<file path="src/rtl/ess_pkg.sv">
// Shared types and constants for the event slit scan sampler.
// No dependencies; imported by every module of the block except ess_fifo.
package ess_pkg;

  // Field widths
  localparam int unsigned COORD_W  = 7;
  localparam int unsigned BIN_W    = 5;
  localparam int unsigned SLIT_W   = 2;
  localparam int unsigned COUNT_W  = 8;
  localparam int unsigned CFG_W    = 8;
  localparam int unsigned CFG_IDX_W = 3;

  // Counter store geometry: one bank of row bins per slit
  localparam int unsigned NUM_SLITS = 3;
  localparam int unsigned ROW_BINS  = 32;

  localparam logic [SLIT_W-1:0]  NO_SLIT   = 2'd3;
  localparam logic [COUNT_W-1:0] COUNT_MAX = 8'hFF;

  // Register reset values
  localparam logic [BIN_W-1:0]   SLIT0_BIN_RST  = 5'd5;
  localparam logic [BIN_W-1:0]   SLIT1_BIN_RST  = 5'd15;
  localparam logic [BIN_W-1:0]   SLIT2_BIN_RST  = 5'd25;
  localparam logic [COUNT_W-1:0] HIT_FLOOR_RST  = 8'd4;
  localparam logic [COUNT_W-1:0] BATCHES_RST    = 8'd16;

  // Register indexes on the write port
  typedef enum logic [CFG_IDX_W-1:0] {
    REG_SLIT0_BIN = 3'd0,
    REG_SLIT1_BIN = 3'd1,
    REG_SLIT2_BIN = 3'd2,
    REG_HIT_FLOOR = 3'd3,
    REG_BATCHES   = 3'd4
  } cfg_reg_e;

  typedef struct packed {
    logic [BIN_W-1:0]   slit0_bin;
    logic [BIN_W-1:0]   slit1_bin;
    logic [BIN_W-1:0]   slit2_bin;
    logic [COUNT_W-1:0] hit_floor;
    logic [COUNT_W-1:0] batches;
  } cfg_t;

  // Classified event, front to back
  typedef struct packed {
    logic [SLIT_W-1:0]  slit;
    logic [COORD_W-1:0] row;
    logic               polarity;
  } event_t;

  // One emitted sample
  typedef struct packed {
    logic [SLIT_W-1:0]  slit_index;
    logic [COORD_W-1:0] row;
    logic               polarity;
    logic [COORD_W-1:0] weft;
    logic               above_floor;
  } sample_t;

endpackage

</file>
<file path="src/rtl/ess_fifo.sv">
// Small first-in first-out queue held in flops, registered storage.
// Generic; width and depth set by parameters. No package dependency.
module ess_fifo #(
  parameter int unsigned WIDTH = 8,
  parameter int unsigned DEPTH = 2
) (
  input  logic             clk,
  input  logic             rst,
  input  logic             push,
  input  logic [WIDTH-1:0] push_data,
  output logic             full,
  input  logic             pop,
  output logic [WIDTH-1:0] pop_data,
  output logic             empty
);
  localparam int unsigned PTR_W = (DEPTH > 1) ? $clog2(DEPTH) : 1;
  localparam int unsigned CNT_W = $clog2(DEPTH + 1);

  logic [WIDTH-1:0] store [DEPTH];
  logic [PTR_W-1:0] wr_ptr;
  logic [PTR_W-1:0] rd_ptr;
  logic [CNT_W-1:0] fill;
  logic             do_push;
  logic             do_pop;

  assign full     = (fill == CNT_W'(DEPTH));
  assign empty    = (fill == '0);
  assign do_push  = push && !full;
  assign do_pop   = pop && !empty;
  assign pop_data = store[rd_ptr];

  // Pointers and fill level
  always_ff @(posedge clk) begin
    if (rst) begin
      wr_ptr <= '0;
      rd_ptr <= '0;
      fill   <= '0;
    end else begin
      if (do_push) begin
        wr_ptr <= (wr_ptr == PTR_W'(DEPTH - 1)) ? '0 : wr_ptr + 1'b1;
      end
      if (do_pop) begin
        rd_ptr <= (rd_ptr == PTR_W'(DEPTH - 1)) ? '0 : rd_ptr + 1'b1;
      end
      if (do_push && !do_pop) begin
        fill <= fill + 1'b1;
      end else if (do_pop && !do_push) begin
        fill <= fill - 1'b1;
      end
    end
  end

  // Entry storage
  always_ff @(posedge clk) begin
    if (do_push) begin
      store[wr_ptr] <= push_data;
    end
  end

endmodule

</file>
<file path="src/rtl/ess_front.sv">
// Front end: takes events and decides which slit, if any, each one falls in.
// Depends on ess_pkg; writes classified events into the middle queue.
module ess_front (
  input  logic                         push,
  output logic                         full,
  input  logic [ess_pkg::COORD_W-1:0]  column,
  input  logic [ess_pkg::COORD_W-1:0]  row,
  input  logic                         polarity,
  input  ess_pkg::cfg_t                cfg,
  input  logic                         q_full,
  output logic                         q_push,
  output ess_pkg::event_t              q_data
);
  import ess_pkg::*;

  logic [BIN_W-1:0] col_bin;

  assign col_bin = column[COORD_W-1:2];

  // Lowest numbered slit wins when bins overlap
  always_comb begin
    priority if (col_bin == cfg.slit0_bin) begin
      q_data.slit = 2'd0;
    end else if (col_bin == cfg.slit1_bin) begin
      q_data.slit = 2'd1;
    end else if (col_bin == cfg.slit2_bin) begin
      q_data.slit = 2'd2;
    end else begin
      q_data.slit = NO_SLIT;
    end
    q_data.row      = row;
    q_data.polarity = polarity;
  end

  // Stall only when the middle queue has no room
  assign full   = q_full;
  assign q_push = push && !q_full;

endmodule

</file>
<file path="src/rtl/ess_back.sv">
// Back end: hit counters, candidate selection, batch and weft bookkeeping.
// Depends on ess_pkg; reads the middle queue and writes the result queue.
module ess_back #(
  parameter int unsigned EVENTS_PER_BATCH = 4
) (
  input  logic             clk,
  input  logic             rst,
  input  ess_pkg::cfg_t    cfg,
  input  logic             q_empty,
  input  ess_pkg::event_t  q_data,
  output logic             q_pop,
  input  logic             out_full,
  output logic             out_push,
  output ess_pkg::sample_t out_data
);
  import ess_pkg::*;

  localparam int unsigned POS_W = (EVENTS_PER_BATCH > 1) ? $clog2(EVENTS_PER_BATCH) : 1;
  localparam int unsigned ROW_BIN_W = $clog2(ROW_BINS);

  logic                 fire;
  logic                 hit;
  logic                 last_in_batch;
  logic                 advance;
  logic [ROW_BIN_W-1:0] row_bin;
  logic [COUNT_W-1:0]   bank_rd [NUM_SLITS];
  logic [COUNT_W-1:0]   cur_count;
  logic [COUNT_W-1:0]   new_count;
  logic                 flag;
  logic                 take;

  logic [POS_W-1:0]     position;
  logic [COUNT_W-1:0]   batch_tally;
  logic [COUNT_W-1:0]   batch_tally_next;
  logic [COORD_W-1:0]   weft;

  logic                 has_cand;
  logic [SLIT_W-1:0]    best_slit;
  logic [COORD_W-1:0]   best_row;
  logic                 best_pol;
  logic                 best_flag;

  logic                 has_cand_next;
  logic [SLIT_W-1:0]    best_slit_next;
  logic [COORD_W-1:0]   best_row_next;
  logic                 best_pol_next;
  logic                 best_flag_next;

  // One event per cycle whenever the result queue has room
  assign fire          = !q_empty && !out_full;
  assign q_pop         = fire;
  assign hit           = (q_data.slit != NO_SLIT);
  assign row_bin       = q_data.row[COORD_W-1:2];
  assign last_in_batch = (position == POS_W'(EVENTS_PER_BATCH - 1));
  assign out_push      = fire && last_in_batch;

  // Counter banks in flops, one per slit, flash cleared on a column advance
  for (genvar s = 0; s < NUM_SLITS; s++) begin : g_bank
    logic [COUNT_W-1:0] cnt [ROW_BINS];

    assign bank_rd[s] = cnt[row_bin];

    always_ff @(posedge clk) begin
      if (rst || (fire && advance)) begin
        for (int i = 0; i < ROW_BINS; i++) begin
          cnt[i] <= '0;
        end
      end else if (fire && (q_data.slit == SLIT_W'(s))) begin
        cnt[row_bin] <= new_count;
      end
    end
  end

  // Saturating increment and threshold test
  always_comb begin
    unique case (q_data.slit)
      2'd0:    cur_count = bank_rd[0];
      2'd1:    cur_count = bank_rd[1];
      2'd2:    cur_count = bank_rd[2];
      default: cur_count = '0;
    endcase
    new_count = (cur_count == COUNT_MAX) ? cur_count : cur_count + 1'b1;
    flag      = (new_count >= cfg.hit_floor);
  end

  // Candidate: a flagged event is not displaced by an unflagged one
  assign take = hit && (!has_cand || flag || !best_flag);

  always_comb begin
    has_cand_next  = has_cand;
    best_slit_next = best_slit;
    best_row_next  = best_row;
    best_pol_next  = best_pol;
    best_flag_next = best_flag;
    if (take) begin
      has_cand_next  = 1'b1;
      best_slit_next = q_data.slit;
      best_row_next  = q_data.row;
      best_pol_next  = q_data.polarity;
      best_flag_next = flag;
    end
  end

  // Sample built from the candidate including this event
  always_comb begin
    if (has_cand_next) begin
      out_data.slit_index  = best_slit_next;
      out_data.row         = best_row_next;
      out_data.polarity    = best_pol_next;
      out_data.above_floor = best_flag_next;
    end else begin
      out_data.slit_index  = NO_SLIT;
      out_data.row         = '0;
      out_data.polarity    = 1'b0;
      out_data.above_floor = 1'b0;
    end
    out_data.weft = weft;
  end

  // Batch count wraps at 8 bits before the compare
  assign batch_tally_next = batch_tally + 1'b1;
  assign advance          = last_in_batch && (batch_tally_next >= cfg.batches);

  // Position, batch and weft state
  always_ff @(posedge clk) begin
    if (rst) begin
      position    <= '0;
      batch_tally <= '0;
      weft        <= '0;
    end else if (fire) begin
      if (last_in_batch) begin
        position <= '0;
        if (advance) begin
          batch_tally <= '0;
          weft        <= weft + 1'b1;
        end else begin
          batch_tally <= batch_tally_next;
        end
      end else begin
        position <= position + 1'b1;
      end
    end
  end

  // Candidate registers, cleared after each sample
  always_ff @(posedge clk) begin
    if (rst) begin
      has_cand  <= 1'b0;
      best_slit <= '0;
      best_row  <= '0;
      best_pol  <= 1'b0;
      best_flag <= 1'b0;
    end else if (fire) begin
      if (last_in_batch) begin
        has_cand  <= 1'b0;
        best_slit <= '0;
        best_row  <= '0;
        best_pol  <= 1'b0;
        best_flag <= 1'b0;
      end else begin
        has_cand  <= has_cand_next;
        best_slit <= best_slit_next;
        best_row  <= best_row_next;
        best_pol  <= best_pol_next;
        best_flag <= best_flag_next;
      end
    end
  end

endmodule

</file>
<file path="src/rtl/event_slit_scan_sampler_core.sv">
// Top level of the event slit scan sampler: register file, front, queues, back.
// Depends on ess_pkg, ess_fifo, ess_front and ess_back.
//
//   channel  | handshake          | payload
//   ---------+--------------------+--------------------------------------------
//   events   | push / full        | column, row, polarity
//   samples  | pop / empty        | slit_index, sample_row, sample_polarity,
//            |                    | weft_column, above_floor
//   regs     | write_enable       | write_index, write_data
//
// One event per cycle sustained while the result queue has room; the back
// end's counter read-modify-write on flop banks sets that figure. An event
// reaches the middle queue on its transfer and is counted when the back end
// pops it; a sample can be popped the cycle after the last event of its batch
// is counted. A full result queue stalls the back end, then a full middle
// queue raises full. Reset clears counters and state, loads register defaults.
module event_slit_scan_sampler_core #(
  parameter int unsigned EVENTS_PER_BATCH = 4
) (
  input  logic                           clk,
  input  logic                           rst,
  input  logic                           push,
  output logic                           full,
  input  logic [ess_pkg::COORD_W-1:0]    column,
  input  logic [ess_pkg::COORD_W-1:0]    row,
  input  logic                           polarity,
  output logic                           empty,
  input  logic                           pop,
  output logic [ess_pkg::SLIT_W-1:0]     slit_index,
  output logic [ess_pkg::COORD_W-1:0]    sample_row,
  output logic                           sample_polarity,
  output logic [ess_pkg::COORD_W-1:0]    weft_column,
  output logic                           above_floor,
  input  logic                           write_enable,
  input  logic [ess_pkg::CFG_IDX_W-1:0]  write_index,
  input  logic [ess_pkg::CFG_W-1:0]      write_data
);
  import ess_pkg::*;

  localparam int unsigned QUEUE_DEPTH = 2;

  cfg_t    cfg;
  logic    mid_push;
  logic    mid_full;
  logic    mid_pop;
  logic    mid_empty;
  event_t  mid_in;
  event_t  mid_out;
  logic    res_push;
  logic    res_full;
  sample_t res_in;
  sample_t res_out;

  // Register file; writes to unknown indexes are dropped
  always_ff @(posedge clk) begin
    if (rst) begin
      cfg.slit0_bin <= SLIT0_BIN_RST;
      cfg.slit1_bin <= SLIT1_BIN_RST;
      cfg.slit2_bin <= SLIT2_BIN_RST;
      cfg.hit_floor <= HIT_FLOOR_RST;
      cfg.batches   <= BATCHES_RST;
    end else if (write_enable) begin
      unique case (cfg_reg_e'(write_index))
        REG_SLIT0_BIN: cfg.slit0_bin <= write_data[BIN_W-1:0];
        REG_SLIT1_BIN: cfg.slit1_bin <= write_data[BIN_W-1:0];
        REG_SLIT2_BIN: cfg.slit2_bin <= write_data[BIN_W-1:0];
        REG_HIT_FLOOR: cfg.hit_floor <= write_data[COUNT_W-1:0];
        REG_BATCHES:   cfg.batches   <= write_data[COUNT_W-1:0];
        default:       ;
      endcase
    end
  end

  // Classification
  ess_front u_front (
    .push     (push),
    .full     (full),
    .column   (column),
    .row      (row),
    .polarity (polarity),
    .cfg      (cfg),
    .q_full   (mid_full),
    .q_push   (mid_push),
    .q_data   (mid_in)
  );

  // Queue between front and back
  ess_fifo #(
    .WIDTH ($bits(event_t)),
    .DEPTH (QUEUE_DEPTH)
  ) u_mid_q (
    .clk       (clk),
    .rst       (rst),
    .push      (mid_push),
    .push_data (mid_in),
    .full      (mid_full),
    .pop       (mid_pop),
    .pop_data  (mid_out),
    .empty     (mid_empty)
  );

  // Counting and sampling
  ess_back #(
    .EVENTS_PER_BATCH (EVENTS_PER_BATCH)
  ) u_back (
    .clk      (clk),
    .rst      (rst),
    .cfg      (cfg),
    .q_empty  (mid_empty),
    .q_data   (mid_out),
    .q_pop    (mid_pop),
    .out_full (res_full),
    .out_push (res_push),
    .out_data (res_in)
  );

  // Result queue
  ess_fifo #(
    .WIDTH ($bits(sample_t)),
    .DEPTH (QUEUE_DEPTH)
  ) u_res_q (
    .clk       (clk),
    .rst       (rst),
    .push      (res_push),
    .push_data (res_in),
    .full      (res_full),
    .pop       (pop),
    .pop_data  (res_out),
    .empty     (empty)
  );

  assign slit_index      = res_out.slit_index;
  assign sample_row      = res_out.row;
  assign sample_polarity = res_out.polarity;
  assign weft_column     = res_out.weft;
  assign above_floor     = res_out.above_floor;

endmodule

</file>
<file path="config.mk">
export PLATFORM = sky130hd
export DESIGN_NAME = event_slit_scan_sampler_core
export DESIGN_NICKNAME = d
export VERILOG_FILES = /design/src/rtl/ess_pkg.sv /design/src/rtl/ess_fifo.sv /design/src/rtl/ess_front.sv /design/src/rtl/ess_back.sv /design/src/rtl/event_slit_scan_sampler_core.sv
export SDC_FILE = /design/constraint.sdc
export NUM_CORES = 2
export LEC_CHECK = 0
export BUFFER_PORTS_ARGS = -buffer_cell sky130_fd_sc_hd__buf_2
export CORE_MARGIN = 2
export CORE_UTILIZATION = 35
export DETAILED_ROUTE_END_ITERATION = 10
export GPL_TIMING_DRIVEN = 1
export PLACE_DENSITY = 0.52
export SLEW_MARGIN = 20
export SYNTH_ARGS = -nofsm -noshare
export SYNTH_HDL_FRONTEND = slang
export SYNTH_HIERARCHICAL = 1
export SYNTH_SLANG_ARGS = --single-unit
</file>
<file path="constraint.sdc">
create_clock -name clk -period 16.1 [get_ports clk]
set_input_delay 2.415 -clock clk [delete_from_list [all_inputs] [get_ports clk]]
set_output_delay 2.415 -clock clk [all_outputs]
set_load 0.005 [all_outputs]
</file>
==> summary.txt <==
Clock tree
  • Root Buffer: clkbuf_16
  • H-tree Lvls: 3
  • Number of buffers created by CTS: 100
  • Clk slew on worst S/H paths: 60 ps
  • CTS sink cnt: 894
  • CTS Buffer Depth: 3
  • Cts hold-fix bufs: 0
  • CTS tree: built
  • Worst skew pair latency: 690 ps
  • Post-CTS resize count: 0
  • Postcts setup bufs: 0

Detailed routing
  • Via count: 26220
  • Drt pass-1 iters: 7
  • Iteration-0 DRC Markers: 2902
  • Via/cell ratio: roughly 5.6
  • Drt wl/cell: approximately 27 microns
  • DRC violations left: 0
  • Detailed Route WL: roughly 120000 microns
  • Final antenna-violating net count: 0

Logic synthesis
  • Synth warn: 6
  • Post-synth EDFFs: 824
  • Post-Syn Nets: 3167
  • Synthesized area per cell: 13.0 sq um
  • Netlist Area Pre-Place: 40500 sq um
  • Synth unique cells: 70
  • Number of synthesized register bits: slightly below 900
  • Async SR Flop Fraction: 0%
  • Primary FF master, synth: edfxtp_1
  • Gate Count Post-Synth: a little over 3000
  • Sequential area share after synthesis: ~65%

Pwr
  • Pwr Density: approximately 150 nW/um^2
  • Leak: between 15 and 20 nW
  • Final Total Pwr: 6.95 mW
  • Peak supply drop: 201 uV

Timing
  • Minimum clock period: ~9700 ps
  • Measured slew at the worst slew-check pin: between 1000 and 1500 ps
  • RSZ-0062 raised after global routing: false
  • Maximum clock rate: 0.103 GHz
  • Fin. Hold Viols: 0
  • Final setup fails: 0
  • Final Slew Violations: 0
  • Slew HR: 20.5%
  • Post-route setup TNS: 0 ps
  • Fin crit share: 60.1%
  • Setup Skew: ~35 ps

Placement
  • Port Buf Inserts: 48
  • Placed cells: 4461
  • Placer Congestion: between 0.8 and 0.9
  • HPWL reported at the end of detailed placement: about 79000 microns

Global route
  • Vias in the first global route: 25405
  • Initial antenna violation count: 2
  • Global-route wire length before repair: roughly 180000 microns
  • GRT Util Overall: 20.8%
  • Pin count of the biggest net entering global routing: 110
  • Grt ovf: 0

Status
  • Status: completed

Worst setup path
  • Arr. time, crit path: 10030 ps
  • Crit-path cells: mux2_8, buf_4, buf_4, nand4b_2, o22ai_1, nor4_1, nand3_1, a31oi_2, nor3_2, and3_4, or2_2, inv_1, ha_1, a21o_1, a21o_1, a21oi_1, o21ai_0, a211oi_1, a21oi_1, o21ai_0
  • Crit end category: flip-flop
  • Critical path fanouts, max: 45
  • Critical path's top delay family: simple AND/OR/NAND/NOR gates
  • Slowest-stage cell, CP: nand4b_2
  • WP data required: 16440 ps
  • RR Endpoint: u_res_q/store[0][12]$_DFFE_PP_
  • R2R depth: 20
  • Worst Setup Path Type: reg2reg
  • Setup crit start kind: flip-flop
  • Max incr delay on CP: 830 ps
  • R2R Setup Slk: 6420 ps
  • Worst setup path endpoint: u_res_q/store[0][12]$_DFFE_PP_
  • Crit. path cell count: 20
  • WP buf/inv: 3

Floorplan
  • Die Y: 344 microns
  • I/O pin count: 51
  • Die ar.: 118000 sq um
  • Row count: 124
  • Starting Density: 35.3%
  • Die width: 344 microns
  • Core area: between 100000 and 150000 sq um

Layout
  • Fillers: 10855
  • Share of cells above drive strength 1: 13.5%
  • Post-Route Utilization: 39.3%
  • Commonest non-fill, non-tap cell in the layout: edfxtp_1
  • Nets: slightly above 3000
  • Final cell count without fillers: 4650
  • Syn-to-layout area delta: 11.2%
  • Most frequent cells in the layout: 824 x edfxtp_1, 556 x nor2_1, 279 x nor3_1, 257 x mux2i_1, 139 x nand2_1

Hold path
  • HP Class: reg2reg
  • WHS Path Cells: 2

Job
  • Max-Cap Viols: 0
[synthesized netlist by cell type, types with 12 or more instances]
library cell / number / area [sq um]
nor2_1: 559 / 2100
dfxtp_1: 70 / 1400
a22o_1: 12 / 105
nand2b_1: 36 / 225
nor4_1: 28 / 175
ha_1: 22 / 275
nand3_1: 117 / 586
o22ai_1: 108 / 676
buf_4: 28 / 210
nand2_1: 139 / 522
a22oi_1: 34 / 255
xor2_1: 18 / 158
mux2i_1: 257 / 2570
a21oi_1: 26 / 130
nor3_1: 281 / 1410
clkbuf_1: 118 / 443
mux2_2: 29 / 327
buf_1: 18 / 67.6
xnor2_1: 22 / 193
buf_2: 83 / 415
o21ai_0: 22 / 110
mux4_2: 80 / 1800
edfxtp_1: 824 / 24700
inv_1: 32 / 120
nor2_4: 30 / 338
[worst min-delay path: stages (launching register included)]
cell	delay, ps
dfxtp_1	310
nand2_1	50
a21oi_1	50
[state kept, by name, indices dropped and copies added, names as in the netlist, 2 cells and up, named ones only]
name	count
u_res_q/fill	2
cfg	31
u_res_q/store	36
u_back/best_slit	2
u_back/best_row	7
u_back/position	2
u_mid_q/fill	2
u_mid_q/store	20
u_back/batch_tally	8
u_back/weft	7
u_back/g_bank.cnt	768
[routing by layer]
| layer | up-vias | part of all wire, % | track usage (%) |
|---|---|---|---|
| met5 | - | 0.013 | 0 |
| met4 | 2 | 3.2 | 6.48 |
| met3 | 238 | 7.9 | 4.07 |
| met2 | 1083 | 46 | 33.1 |
| met1 | 13411 | 42 | 28.7 |
| li1 | 11486 | - | - |
[how the worst min path moves through the flow]
stage,start,endpoint,slack [ps]
floorplan,u_back/weft[6]$_SDFFE_PP0P_,u_res_q/store[0][7]$_DFFE_PP_,430
global placement,u_back/position[1]$_SDFFE_PP0P_,u_back/position[1]$_SDFFE_PP0P_,450
detailed placement,u_back/position[1]$_SDFFE_PP0P_,u_back/position[1]$_SDFFE_PP0P_,450
CTS,u_back/position[1]$_SDFFE_PP0P_,u_back/position[1]$_SDFFE_PP0P_,460
global route,u_back/best_row[1]$_SDFFE_PP0P_,u_back/best_row[1]$_SDFFE_PP0P_,500
finish,u_back/position[1]$_SDFFE_PP0P_,u_back/position[1]$_SDFFE_PP0P_,460
[cell families after synthesis]
kind of cell	after synthesis	share of synthesized area [%]
adders and majority gates	22	0.680
xor gates and xnor gates	40	0.866
DFF	894	64.6
AOI/OAI and AO/OA	242	4.03
muxes	367	11.7
buffers and inverters	293	3.54
and+or+nand+nor	1256	14.6
[metrics by stage]
| stage | area [sq um] | worst slack, ps | hold WS [ps] |
|---|---|---|---|
| 6_report | 45000 | 6420 | 459 |
| 5_1_grt | 45000 | 5670 | 498 |
| 2_1_floorplan | 40500 | 10120 | 434 |
| 3_5_place_dp | 41800 | 6400 | 451 |
| 3_3_place_gp | 41800 | 6310 | 450 |
| 4_1_cts | 45000 | 6350 | 459 |
[report_power, final]
group / internal, mW / switching [mW] / leakage (nW) / total (mW)
Sequential: 2.64 / 0.0508 / 9.01 / 2.69
Clock: 1.30 / 0.948 / 1.57 / 2.25
Combinational: 0.564 / 1.45 / 5.04 / 2.02
[area by class of cell]
class,instances,area (sq um),share of cell area (%)
sequential,894,26100,58.1
multi-input combinational,1927,13000,29.0
clock buffer,127,2700,5.99
tap,1512,1890,4.20
timing repair buffer,95,606,1.35
clock inverter,59,499,1.11
inverter,33,124,0.275
antenna,3,7.51,0.0167
Power figures use the tool's default switching activity.
